**src/sv/isia_pkg.sv**
```systemverilog
// ----------------------------------------------------------------------------
// isia_pkg
// Shared constants, register indexes and structs of the swathe interleave
// addresser.
// ----------------------------------------------------------------------------
package isia_pkg;

    // head and image limits
    localparam int HEAD_NOZZLES = 1024;
    localparam int MAX_WIDTH    = 16384;
    localparam int MAX_PASSES   = 16;

    // field widths
    localparam int NOZZLE_W   = 10;
    localparam int COL_W      = 14;
    localparam int ROW_W      = 14;
    localparam int STEP_W     = 14;
    localparam int PASS_W     = 4;
    localparam int SWATHE_W   = 14;
    localparam int RATIO_W    = 5;
    localparam int NZ_CFG_W   = 12;
    localparam int DIM_W      = 15;
    localparam int USED_W     = NOZZLE_W + 1;
    localparam int SPAN_W     = 15;
    localparam int BASE_W     = 24;
    localparam int PROD_W     = STEP_W + SPAN_W;
    localparam int OFFS_W     = NOZZLE_W + RATIO_W;
    localparam int COLSUM_W   = BASE_W + 1;
    localparam int CFG_IDX_W  = 3;
    localparam int CFG_DATA_W = 15;

    // configuration register indexes
    localparam logic [CFG_IDX_W-1:0] REG_PASS_RATIO   = 3'd0;
    localparam logic [CFG_IDX_W-1:0] REG_START_NOZZLE = 3'd1;
    localparam logic [CFG_IDX_W-1:0] REG_END_NOZZLE   = 3'd2;
    localparam logic [CFG_IDX_W-1:0] REG_IMAGE_WIDTH  = 3'd3;
    localparam logic [CFG_IDX_W-1:0] REG_IMAGE_HEIGHT = 3'd4;

    // clamped swathe geometry derived from the registers
    typedef struct packed {
        logic                ratio_zero;
        logic [RATIO_W-1:0]  ratio;
        logic [NOZZLE_W-1:0] start_noz;
        logic [NOZZLE_W-1:0] end_noz;
        logic [SPAN_W-1:0]   span;
        logic [DIM_W-1:0]    width;
        logic [DIM_W-1:0]    height;
    } isia_geom_t;

    // one result word
    typedef struct packed {
        logic [COL_W-1:0]    column;
        logic [ROW_W-1:0]    row;
        logic [NOZZLE_W-1:0] nozzle;
        logic [STEP_W-1:0]   step_index;
        logic [PASS_W-1:0]   pass_index;
        logic [SWATHE_W-1:0] swathe_index;
        logic                fetch;
        logic                last_of_swathe;
        logic                done_res;
        logic                config_error;
    } isia_result_t;

endpackage

```
**src/sv/isia_cfg.sv**
```systemverilog
// ----------------------------------------------------------------------------
// isia_cfg
// Configuration registers and the registered, clamped swathe geometry.
// ----------------------------------------------------------------------------
module isia_cfg (
    input  logic                                aclk,
    input  logic                                aresetn,
    input  logic                                cfg_we,
    input  logic [isia_pkg::CFG_IDX_W-1:0]      cfg_index,
    input  logic [isia_pkg::CFG_DATA_W-1:0]     cfg_wdata,
    output isia_pkg::isia_geom_t                geom
);

    logic [isia_pkg::RATIO_W-1:0]  pass_ratio_reg;
    logic [isia_pkg::NZ_CFG_W-1:0] start_nozzle_reg;
    logic [isia_pkg::NZ_CFG_W-1:0] end_nozzle_reg;
    logic [isia_pkg::DIM_W-1:0]    image_width_reg;
    logic [isia_pkg::DIM_W-1:0]    image_height_reg;

    logic [isia_pkg::RATIO_W-1:0]        ratio_sat;
    logic [isia_pkg::NOZZLE_W-1:0]       endn;
    logic [isia_pkg::NOZZLE_W-1:0]       startn;
    logic [isia_pkg::USED_W-1:0]         used;
    logic [isia_pkg::USED_W+isia_pkg::RATIO_W-1:0] span_full;
    isia_pkg::isia_geom_t                geom_next;
    isia_pkg::isia_geom_t                geom_reg;

    // register writes
    always_ff @(posedge aclk) begin
        if (!aresetn) begin
            pass_ratio_reg   <= isia_pkg::RATIO_W'(1);
            start_nozzle_reg <= '0;
            end_nozzle_reg   <= '0;
            image_width_reg  <= isia_pkg::DIM_W'(1);
            image_height_reg <= isia_pkg::DIM_W'(1);
        end else if (cfg_we) begin
            unique case (cfg_index)
                isia_pkg::REG_PASS_RATIO:   pass_ratio_reg   <= cfg_wdata[isia_pkg::RATIO_W-1:0];
                isia_pkg::REG_START_NOZZLE: start_nozzle_reg <= cfg_wdata[isia_pkg::NZ_CFG_W-1:0];
                isia_pkg::REG_END_NOZZLE:   end_nozzle_reg   <= cfg_wdata[isia_pkg::NZ_CFG_W-1:0];
                isia_pkg::REG_IMAGE_WIDTH:  image_width_reg  <= cfg_wdata[isia_pkg::DIM_W-1:0];
                isia_pkg::REG_IMAGE_HEIGHT: image_height_reg <= cfg_wdata[isia_pkg::DIM_W-1:0];
                default: ;
            endcase
        end
    end

    // clamping of ratio, nozzle window and image size
    always_comb begin
        ratio_sat = (pass_ratio_reg > isia_pkg::RATIO_W'(isia_pkg::MAX_PASSES))
                  ? isia_pkg::RATIO_W'(isia_pkg::MAX_PASSES) : pass_ratio_reg;
        endn = (end_nozzle_reg >= isia_pkg::NZ_CFG_W'(isia_pkg::HEAD_NOZZLES))
             ? isia_pkg::NOZZLE_W'(isia_pkg::HEAD_NOZZLES - 1)
             : end_nozzle_reg[isia_pkg::NOZZLE_W-1:0];
        startn = (start_nozzle_reg > isia_pkg::NZ_CFG_W'(endn))
               ? endn : start_nozzle_reg[isia_pkg::NOZZLE_W-1:0];
        used = isia_pkg::USED_W'(endn) - isia_pkg::USED_W'(startn) + isia_pkg::USED_W'(1);
        span_full = (isia_pkg::USED_W+isia_pkg::RATIO_W)'(used)
                  * (isia_pkg::USED_W+isia_pkg::RATIO_W)'(ratio_sat);

        geom_next.ratio_zero = (pass_ratio_reg == '0);
        geom_next.ratio      = ratio_sat;
        geom_next.start_noz  = startn;
        geom_next.end_noz    = endn;
        geom_next.span       = span_full[isia_pkg::SPAN_W-1:0];
        geom_next.width      = (image_width_reg > isia_pkg::DIM_W'(isia_pkg::MAX_WIDTH))
                             ? isia_pkg::DIM_W'(isia_pkg::MAX_WIDTH) : image_width_reg;
        geom_next.height     = (image_height_reg > isia_pkg::DIM_W'(isia_pkg::MAX_WIDTH))
                             ? isia_pkg::DIM_W'(isia_pkg::MAX_WIDTH) : image_height_reg;
    end

    // geometry register, follows the configuration registers in the next cycle
    always_ff @(posedge aclk) begin
        geom_reg <= geom_next;
    end

    assign geom = geom_reg;

endmodule

```
**src/sv/isia_walk.sv**
```systemverilog
// ----------------------------------------------------------------------------
// isia_walk
// Walk counters (step, pass, row, nozzle, swathe) and the position logic
// that turns them into one result word per advance.
// ----------------------------------------------------------------------------
module isia_walk (
    input  logic                   aclk,
    input  logic                   aresetn,
    input  isia_pkg::isia_geom_t   geom,
    input  logic                   advance,
    input  logic                   restart,
    output isia_pkg::isia_result_t res
);

    logic [isia_pkg::STEP_W-1:0]   step_count_reg,   step_count_next;
    logic [isia_pkg::PASS_W-1:0]   pass_count_reg,   pass_count_next;
    logic [isia_pkg::ROW_W-1:0]    row_count_reg,    row_count_next;
    logic [isia_pkg::NOZZLE_W-1:0] nozzle_count_reg, nozzle_count_next;
    logic [isia_pkg::SWATHE_W-1:0] swathe_count_reg, swathe_count_next;
    logic [isia_pkg::BASE_W-1:0]   pass_base_reg,    pass_base_next;
    logic                          walk_done_reg,    walk_done_next;

    // state as seen by this word, after an optional restart
    logic [isia_pkg::STEP_W-1:0]   cur_step;
    logic [isia_pkg::PASS_W-1:0]   cur_pass;
    logic [isia_pkg::ROW_W-1:0]    cur_row;
    logic [isia_pkg::NOZZLE_W-1:0] cur_noz;
    logic [isia_pkg::SWATHE_W-1:0] cur_swathe;
    logic [isia_pkg::BASE_W-1:0]   cur_base;
    logic                          cur_done;

    logic [isia_pkg::PROD_W-1:0]   prod;
    logic [isia_pkg::PROD_W-1:0]   width_x;
    logic                          in_range;
    logic                          pass_ok;
    logic                          row_ok;
    logic                          skip_pass;
    logic                          pos_valid;
    logic                          win;
    logic [isia_pkg::NOZZLE_W-1:0] noz_delta;
    logic [isia_pkg::OFFS_W-1:0]   offs;
    logic [isia_pkg::COLSUM_W-1:0] col;
    logic                          fetch;
    logic                          noz_last;
    logic [isia_pkg::DIM_W-1:0]    row_inc;
    logic                          row_wrap;
    logic [isia_pkg::RATIO_W-1:0]  pass_inc;
    logic                          pass_wrap;
    logic                          step_end;

    // restart view of the counters
    always_comb begin
        cur_step   = restart ? '0 : step_count_reg;
        cur_pass   = restart ? '0 : pass_count_reg;
        cur_row    = restart ? '0 : row_count_reg;
        cur_noz    = restart ? '0 : nozzle_count_reg;
        cur_swathe = restart ? '0 : swathe_count_reg;
        cur_base   = restart ? '0 : pass_base_reg;
        cur_done   = restart ? 1'b0 : walk_done_reg;
    end

    // position checks against the current geometry
    always_comb begin
        prod      = isia_pkg::PROD_W'(cur_step) * isia_pkg::PROD_W'(geom.span);
        width_x   = isia_pkg::PROD_W'(geom.width);
        in_range  = prod < width_x;
        pass_ok   = isia_pkg::RATIO_W'(cur_pass) < geom.ratio;
        row_ok    = isia_pkg::DIM_W'(cur_row) < geom.height;
        // a pass of the last step whose base column lies past the width
        skip_pass = (prod + isia_pkg::PROD_W'(cur_pass)) >= width_x;
        pos_valid = !cur_done && in_range && pass_ok && row_ok && !skip_pass;
    end

    // image column of this nozzle
    always_comb begin
        win       = (cur_noz >= geom.start_noz) && (cur_noz <= geom.end_noz);
        noz_delta = cur_noz - geom.start_noz;
        offs      = isia_pkg::OFFS_W'(noz_delta) * isia_pkg::OFFS_W'(geom.ratio);
        col       = isia_pkg::COLSUM_W'(cur_base) + isia_pkg::COLSUM_W'(offs);
        fetch     = win && (col < isia_pkg::COLSUM_W'(geom.width));
    end

    // counter carries
    always_comb begin
        noz_last  = cur_noz == isia_pkg::NOZZLE_W'(isia_pkg::HEAD_NOZZLES - 1);
        row_inc   = isia_pkg::DIM_W'(cur_row) + isia_pkg::DIM_W'(1);
        row_wrap  = row_inc >= geom.height;
        pass_inc  = isia_pkg::RATIO_W'(cur_pass) + isia_pkg::RATIO_W'(1);
        pass_wrap = (pass_inc >= geom.ratio)
                 || ((prod + isia_pkg::PROD_W'(pass_inc)) >= width_x);
        step_end  = (prod + isia_pkg::PROD_W'(geom.span)) >= width_x;
    end

    // result word
    always_comb begin
        res = '0;
        if (geom.ratio_zero) begin
            res.config_error = 1'b1;
        end else if (!pos_valid) begin
            res.done_res = 1'b1;
        end else begin
            res.column         = fetch ? col[isia_pkg::COL_W-1:0] : '0;
            res.row            = cur_row;
            res.nozzle         = cur_noz;
            res.step_index     = cur_step;
            res.pass_index     = cur_pass;
            res.swathe_index   = cur_swathe;
            res.fetch          = fetch;
            res.last_of_swathe = noz_last && (row_inc == geom.height);
        end
    end

    // next walk state
    always_comb begin
        step_count_next   = cur_step;
        pass_count_next   = cur_pass;
        row_count_next    = cur_row;
        nozzle_count_next = cur_noz;
        swathe_count_next = cur_swathe;
        pass_base_next    = cur_base;
        walk_done_next    = cur_done;
        if (!geom.ratio_zero) begin
            if (!pos_valid) begin
                walk_done_next = 1'b1;
            end else begin
                nozzle_count_next = cur_noz + isia_pkg::NOZZLE_W'(1);
                if (noz_last) begin
                    if (!row_wrap) begin
                        row_count_next = row_inc[isia_pkg::ROW_W-1:0];
                    end else begin
                        row_count_next    = '0;
                        swathe_count_next = cur_swathe + isia_pkg::SWATHE_W'(1);
                        if (pass_wrap) begin
                            pass_count_next = '0;
                            step_count_next = cur_step + isia_pkg::STEP_W'(1);
                            walk_done_next  = step_end;
                            pass_base_next  = isia_pkg::BASE_W'(prod
                                            + isia_pkg::PROD_W'(geom.span));
                        end else begin
                            pass_count_next = pass_inc[isia_pkg::PASS_W-1:0];
                            pass_base_next  = isia_pkg::BASE_W'(prod
                                            + isia_pkg::PROD_W'(pass_inc));
                        end
                    end
                end
            end
        end
    end

    // walk state registers
    always_ff @(posedge aclk) begin
        if (!aresetn) begin
            step_count_reg   <= '0;
            pass_count_reg   <= '0;
            row_count_reg    <= '0;
            nozzle_count_reg <= '0;
            swathe_count_reg <= '0;
            pass_base_reg    <= '0;
            walk_done_reg    <= 1'b0;
        end else if (advance) begin
            step_count_reg   <= step_count_next;
            pass_count_reg   <= pass_count_next;
            row_count_reg    <= row_count_next;
            nozzle_count_reg <= nozzle_count_next;
            swathe_count_reg <= swathe_count_next;
            pass_base_reg    <= pass_base_next;
            walk_done_reg    <= walk_done_next;
        end
    end

endmodule

```
**src/sv/inkjet_swathe_interleave_addresser_top.sv**
```systemverilog
// ----------------------------------------------------------------------------
// inkjet_swathe_interleave_addresser_top
// Multi-pass swathe interleave address generator for an inkjet head.
// ----------------------------------------------------------------------------
// Every input word (restart flag) yields exactly one result word giving the
// next swathe byte position: image column, row, nozzle, step, pass, swathe
// count and the fetch / pad, end-of-swathe, done and config-error flags.
// Throughput is one word per clock unless the result channel stalls. A result
// word passes the input register, then the result register; the walk counters
// update in the same cycle the result is registered. A configuration write
// reaches the clamped geometry via the configuration and geometry registers.
// After the walk ends, done_res is returned until a word with restart set.
module inkjet_swathe_interleave_addresser_top (
    input  logic                                aclk,
    input  logic                                aresetn,
    // input channel
    input  logic                                s_valid,
    output logic                                s_ready,
    input  logic                                s_restart,
    // result channel
    output logic                                m_valid,
    input  logic                                m_ready,
    output logic [isia_pkg::COL_W-1:0]          m_column,
    output logic [isia_pkg::ROW_W-1:0]          m_row,
    output logic [isia_pkg::NOZZLE_W-1:0]       m_nozzle,
    output logic [isia_pkg::STEP_W-1:0]         m_step_index,
    output logic [isia_pkg::PASS_W-1:0]         m_pass_index,
    output logic [isia_pkg::SWATHE_W-1:0]       m_swathe_index,
    output logic                                m_fetch,
    output logic                                m_last_of_swathe,
    output logic                                m_done_res,
    output logic                                m_config_error,
    // configuration port
    input  logic                                cfg_we,
    input  logic [isia_pkg::CFG_IDX_W-1:0]      cfg_index,
    input  logic [isia_pkg::CFG_DATA_W-1:0]     cfg_wdata
);

    isia_pkg::isia_geom_t   geom;
    isia_pkg::isia_result_t walk_res;

    logic                   in_valid_reg,  in_valid_next;
    logic                   in_restart_reg;
    logic                   out_valid_reg, out_valid_next;
    isia_pkg::isia_result_t out_res_reg;
    logic                   advance;

    isia_cfg u_cfg (
        .aclk      (aclk),
        .aresetn   (aresetn),
        .cfg_we    (cfg_we),
        .cfg_index (cfg_index),
        .cfg_wdata (cfg_wdata),
        .geom      (geom)
    );

    isia_walk u_walk (
        .aclk    (aclk),
        .aresetn (aresetn),
        .geom    (geom),
        .advance (advance),
        .restart (in_restart_reg),
        .res     (walk_res)
    );

    // pipeline handshake
    always_comb begin
        advance = in_valid_reg && (!out_valid_reg || m_ready);
        s_ready = !in_valid_reg || advance;
        if (s_valid && s_ready) begin
            in_valid_next = 1'b1;
        end else if (advance) begin
            in_valid_next = 1'b0;
        end else begin
            in_valid_next = in_valid_reg;
        end
        if (advance) begin
            out_valid_next = 1'b1;
        end else if (m_ready) begin
            out_valid_next = 1'b0;
        end else begin
            out_valid_next = out_valid_reg;
        end
    end

    // valid flags
    always_ff @(posedge aclk) begin
        if (!aresetn) begin
            in_valid_reg  <= 1'b0;
            out_valid_reg <= 1'b0;
        end else begin
            in_valid_reg  <= in_valid_next;
            out_valid_reg <= out_valid_next;
        end
    end

    // input and result words
    always_ff @(posedge aclk) begin
        if (s_valid && s_ready) begin
            in_restart_reg <= s_restart;
        end
        if (advance) begin
            out_res_reg <= walk_res;
        end
    end

    assign m_valid          = out_valid_reg;
    assign m_column         = out_res_reg.column;
    assign m_row            = out_res_reg.row;
    assign m_nozzle         = out_res_reg.nozzle;
    assign m_step_index     = out_res_reg.step_index;
    assign m_pass_index     = out_res_reg.pass_index;
    assign m_swathe_index   = out_res_reg.swathe_index;
    assign m_fetch          = out_res_reg.fetch;
    assign m_last_of_swathe = out_res_reg.last_of_swathe;
    assign m_done_res       = out_res_reg.done_res;
    assign m_config_error   = out_res_reg.config_error;

endmodule
```
**config.mk**
```make
export PLATFORM = sky130hd
export DESIGN_NAME = inkjet_swathe_interleave_addresser_top
export DESIGN_NICKNAME = d
export VERILOG_FILES = /design/src/sv/isia_pkg.sv /design/src/sv/isia_cfg.sv /design/src/sv/isia_walk.sv /design/src/sv/inkjet_swathe_interleave_addresser_top.sv
export SDC_FILE = /design/constraint.sdc
export NUM_CORES = 2
export LEC_CHECK = 0
export ABC_AREA = 1
export CAP_MARGIN = 10
export CORE_ASPECT_RATIO = 0.8
export CORE_MARGIN = 2
export CORE_UTILIZATION = 50
export DETAILED_ROUTE_END_ITERATION = 10
export DONT_BUFFER_PORTS = 1
export GPL_TIMING_DRIVEN = 0
export PLACE_DENSITY = 0.75
export SYNTH_ARGS = -nofsm -noshare
export SYNTH_HDL_FRONTEND = slang
export SYNTH_HIERARCHICAL = 1
export SYNTH_SLANG_ARGS = --single-unit
```
**constraint.sdc**
```tcl
create_clock -name aclk -period 9.8 [get_ports aclk]
set_clock_uncertainty 0.15 [all_clocks]
set_input_delay 0.49 -clock aclk [delete_from_list [all_inputs] [get_ports aclk]]
set_output_delay 0.49 -clock aclk [all_outputs]
set_load 0.03 [all_outputs]
```
==> results.sh <==
export IMPL_comb_power_share_pct=46.7
export IMPL_instances_no_fill=5100
export IMPL_grt_start_max_net_pins=34
export IMPL_port_buffers=0
export IMPL_yosysSeqAreaShare_pct=21.49
export IMPL_largest_register_ffs=71
export IMPL_power_per_cell_area_nw_per_um2=149.9
export IMPL_drt_vias_per_instance=5.516
export IMPL_clock_tree_htree_level_count=1
export IMPL_max_clock_path_buffers=3
export IMPL_num_vias=28131
export IMPL_finalCritPeriodShare_pct=97.21
export IMPL_worstSetupEndpointType="register"
export IMPL_synth_enable_flop_cells=75
export IMPL_max_cap_viol_count=0
export IMPL_p_total_mw=5.046
export IMPL_grt_remaining_overflow=0
export IMPL_synthesis_instances=4196
export IMPL_synth_ff_latch_count=288
export IMPL_synth_lib_cells_used_distinct=61
export IMPL_clock_power_share_pct=24.5
export IMPL_final_hold_viol_count=0
export IMPL_count_of_pins_over_their_slew_limit=0
export IMPL_first_iter_violations=3045
export IMPL_clkLatencyLatePin_ps=580
export IMPL_register_area_um2=6516
export IMPL_synth_ff_type="sky130_fd_sc_hd__dfxtp_1"
export IMPL_post_route_ant_nets=0
export IMPL_timing_critical_path_from="in_restart_reg"
export IMPL_setup_worst_path_start_class="register"
export IMPL_synth_avg_cell_area_um2=7.228
export IMPL_clk_transition_reported_paths_ps=70
export IMPL_r2r_start="in_restart_reg"
export IMPL_io_pin_count=100
export IMPL_yosys_top_cells_area="sky130_fd_sc_hd__fa_1, sky130_fd_sc_hd__dfxtp_1, sky130_fd_sc_hd__ha_1"
export IMPL_mappedNetlistArea_um2=30330
export IMPL_worst_hold_path_type="in2reg"
export IMPL_synth_top_area_cell="sky130_fd_sc_hd__fa_1"
export IMPL_slowest_delay_ps=550
export IMPL_switching_share_pct=44.43
export IMPL_timing_critical_path_required_ps=10070
export IMPL_power_leakage_nw=16.71
export IMPL_fp_dieArea_um2=62650
export IMPL_syn_to_final_growth_pct=10.96
export IMPL_final_fill_count=5407
export IMPL_final_layout_size_suffix_gt1_share_pct=8.194
export IMPL_die_h_um=224.3
export IMPL_layout_min_cycle_time_ps=9527
export IMPL_crit_path_max_fanout=10
export IMPL_synth_warnings=6
export IMPL_placed_cells=4977
export IMPL_hold_slack_ps=23.40
export IMPL_switchingPower_mw=2.242
export IMPL_clock_sink_count=288
export IMPL_synth_top_area_share_pct=14.59
export IMPL_drt_drc_violations_left=0
export IMPL_first_global_vias=26116
export IMPL_detailedRoute_firstPassIterationCount=6
export IMPL_start_util_pct=50.75
export IMPL_max_slew_margin_rel_pct=37.43
export IMPL_core_area_um2=59760
export IMPL_vdd_ir_drop_max_mv=0.1277
export IMPL_grt_pass1_wl_mm=142.6
export IMPL_gp_routability_congestion=0.9958
export IMPL_finalWorstSetupSlack_ps=273.0
export IMPL_detailedPlace_worstSlack_ps=-3334
export IMPL_timing_worst_slew_pin_value_ps=930.0
export IMPL_cell_internal_pwr_mw=2.804
export IMPL_max_freq_ghz=0.1050
export IMPL_synth_async_sr_flop_share_pct=0
export IMPL_layout_commonest_cell="sky130_fd_sc_hd__nand2_1"
export IMPL_hold_path_startpoint="cfg_wdata[8]"
export IMPL_tritoncts="done"
export IMPL_report_final_setup_viol=0
export IMPL_numCtsBuffers=28
export IMPL_detailed_place_hpwl_mm=73.20
export IMPL_grt_usage_pct=28.85
export IMPL_postSynthNetCount=4768
export IMPL_timing_setup_critical_path_class="reg2reg"
export IMPL_finalWirelength_mm=91.84
export IMPL_run_status="finished clean"
export IMPL_critical_path_slowest_cell="sky130_fd_sc_hd__fa_1"
export IMPL_antenna_violations_before_repair=2
export IMPL_wl_per_cell_um=18.01
export IMPL_cts_root_buffer="sky130_fd_sc_hd__clkbuf_16"
export IMPL_power_share_sequential_pct=28.8
export IMPL_final_net_count=4870
export IMPL_rows=80
export IMPL_multi_input_area_um2=20760
export IMPL_mostFrequentLayoutCells="sky130_fd_sc_hd__nand2_1, sky130_fd_sc_hd__inv_1, sky130_fd_sc_hd__nor2_1, sky130_fd_sc_hd__ha_1, sky130_fd_sc_hd__a21oi_1"
export IMPL_die_w_um=279.4
export IMPL_timing_critical_path_arrival_ps=9800
-- worst max-delay path, delay by kind of cell (launching register included) --
family | cells | cell delay [ps]
buffers and inverters | 13 | 1450
adders and majority gates | 9 | 3820
AOI/OAI and AO/OA | 3 | 570
and+or+nand+nor | 19 | 2550
xor gates and xnor gates | 1 | 380
DFF | 1 | 440
-- kinds of logic (layout without fill, tap and decap cells) --
family / Yosys count / count (layout) / synth area share (%)
and+or+nand+nor: 1841 / 1841 / 26.71
buffers and inverters: 899 / 1023 / 11.41
adders and majority gates: 548 / 548 / 28.08
AOI/OAI and AO/OA: 507 / 507 / 8.990
DFF: 288 / 288 / 21.49
xor gates and xnor gates: 113 / 113 / 3.325
other: 0 / 1 / 0
-- routing by layer --
| layer | track usage [%] | vias up | share of wire [%] | wire length [um] |
|---|---|---|---|---|
| met4 | 5.515 | 4 | 2.0 | 1809 |
| met3 | 7.905 | 146 | 13 | 11590 |
| met5 | 0 | - | 0.029 | 27 |
| li1 | - | 13425 | - | - |
| met2 | 42.23 | 1435 | 41 | 37890 |
| met1 | 42.56 | 13121 | 44 | 40530 |
-- final cells by class --
cell class | instances | share of cell area [%]
diodes | 1 | 0.007436
plain buffers | 101 | 1.811
inverters | 796 | 8.960
flip-flops and latches | 288 | 19.36
repair buffers | 74 | 2.142
clock buffers | 35 | 2.413
multi-input cells | 3009 | 61.69
well taps | 779 | 2.896
clock inverters | 17 | 0.7139
-- path summary, 6_finish.rpt --
kind / slack [ps] / cells after the start / endpoint
setup / recovery: 270 / 45 / u_walk/walk_done_reg
hold / removal: 20 / 2 / u_cfg/start_nozzle_reg[8]
setup reg to reg: 270 / 45 / u_walk/walk_done_reg
hold reg to reg: 270 / 1 / u_cfg/geom[69]
-- Yosys cell counts, types with 4 or more instances --
cell type                  instances
sky130_fd_sc_hd__o21ai_0         172
sky130_fd_sc_hd__nand3b_1          7
sky130_fd_sc_hd__nand3_1         176
sky130_fd_sc_hd__inv_1           754
sky130_fd_sc_hd__a211oi_1         12
sky130_fd_sc_hd__buf_1            16
sky130_fd_sc_hd__buf_2            11
sky130_fd_sc_hd__inv_2            21
sky130_fd_sc_hd__nand2_4          11
sky130_fd_sc_hd__xnor2_1          16
sky130_fd_sc_hd__nor2_2           17
sky130_fd_sc_hd__nand2_1         866
sky130_fd_sc_hd__a31oi_1          13
sky130_fd_sc_hd__or2_2             8
sky130_fd_sc_hd__nand3_2          21
sky130_fd_sc_hd__ha_1            327
sky130_fd_sc_hd__nor3_1           48
sky130_fd_sc_hd__o21bai_1          7
sky130_fd_sc_hd__xor2_1           96
sky130_fd_sc_hd__fa_1            221
sky130_fd_sc_hd__o21ai_1           4
sky130_fd_sc_hd__o211ai_1         12
sky130_fd_sc_hd__o21a_1            5
sky130_fd_sc_hd__nor2_1          536
sky130_fd_sc_hd__a21oi_1         256
sky130_fd_sc_hd__clkinv_1         20
sky130_fd_sc_hd__o31ai_1           4
sky130_fd_sc_hd__clkbuf_1         68
sky130_fd_sc_hd__nor4_1           15
sky130_fd_sc_hd__nor2_4           26
sky130_fd_sc_hd__edfxtp_1         75
sky130_fd_sc_hd__a21o_1            5
sky130_fd_sc_hd__nand2_2          31
sky130_fd_sc_hd__dfxtp_1         213
sky130_fd_sc_hd__nand4_1          63
sky130_fd_sc_hd__a21boi_0          4
-- power groups by stage --
| stage | Combinational, mW | Clock [mW] | Sequential [mW] |
|---|---|---|---|
| global route | 2.61 | 1.29 | 1.46 |
| finish | 2.36 | 1.24 | 1.45 |
| CTS | 2.27 | 1.25 | 1.44 |
| floorplan | 1.57 | 0 | 1.40 |
| global placement | 2.14 | 0 | 1.47 |
| detailed placement | 2.18 | 0 | 1.47 |
-- through the flow --
| stage | instance area (um^2) | utilization [%] | setup TNS (ps) |
|---|---|---|---|
| finish | 33650 | 56.31 | 0 |
| global route | 33650 | 56.31 | -2825 |
| CTS | 33100 | 55.39 | -1.490 |
| detailed placement | 31350 | 52.47 | -474630 |
| global placement | 31300 | 52.38 | -456080 |
| floorplan | 30330 | - | 0 |
-- repair_timing --
item,4_1_cts,5_1_grt
setup endpoints to repair,154,154
resized for setup,91,77
endpoints found under the hold margin,52,0
hold buffers,20,0
pin swaps,11,36
cloned,2,1
setup buffers,14,35
(Power assumes the default switching activity.)
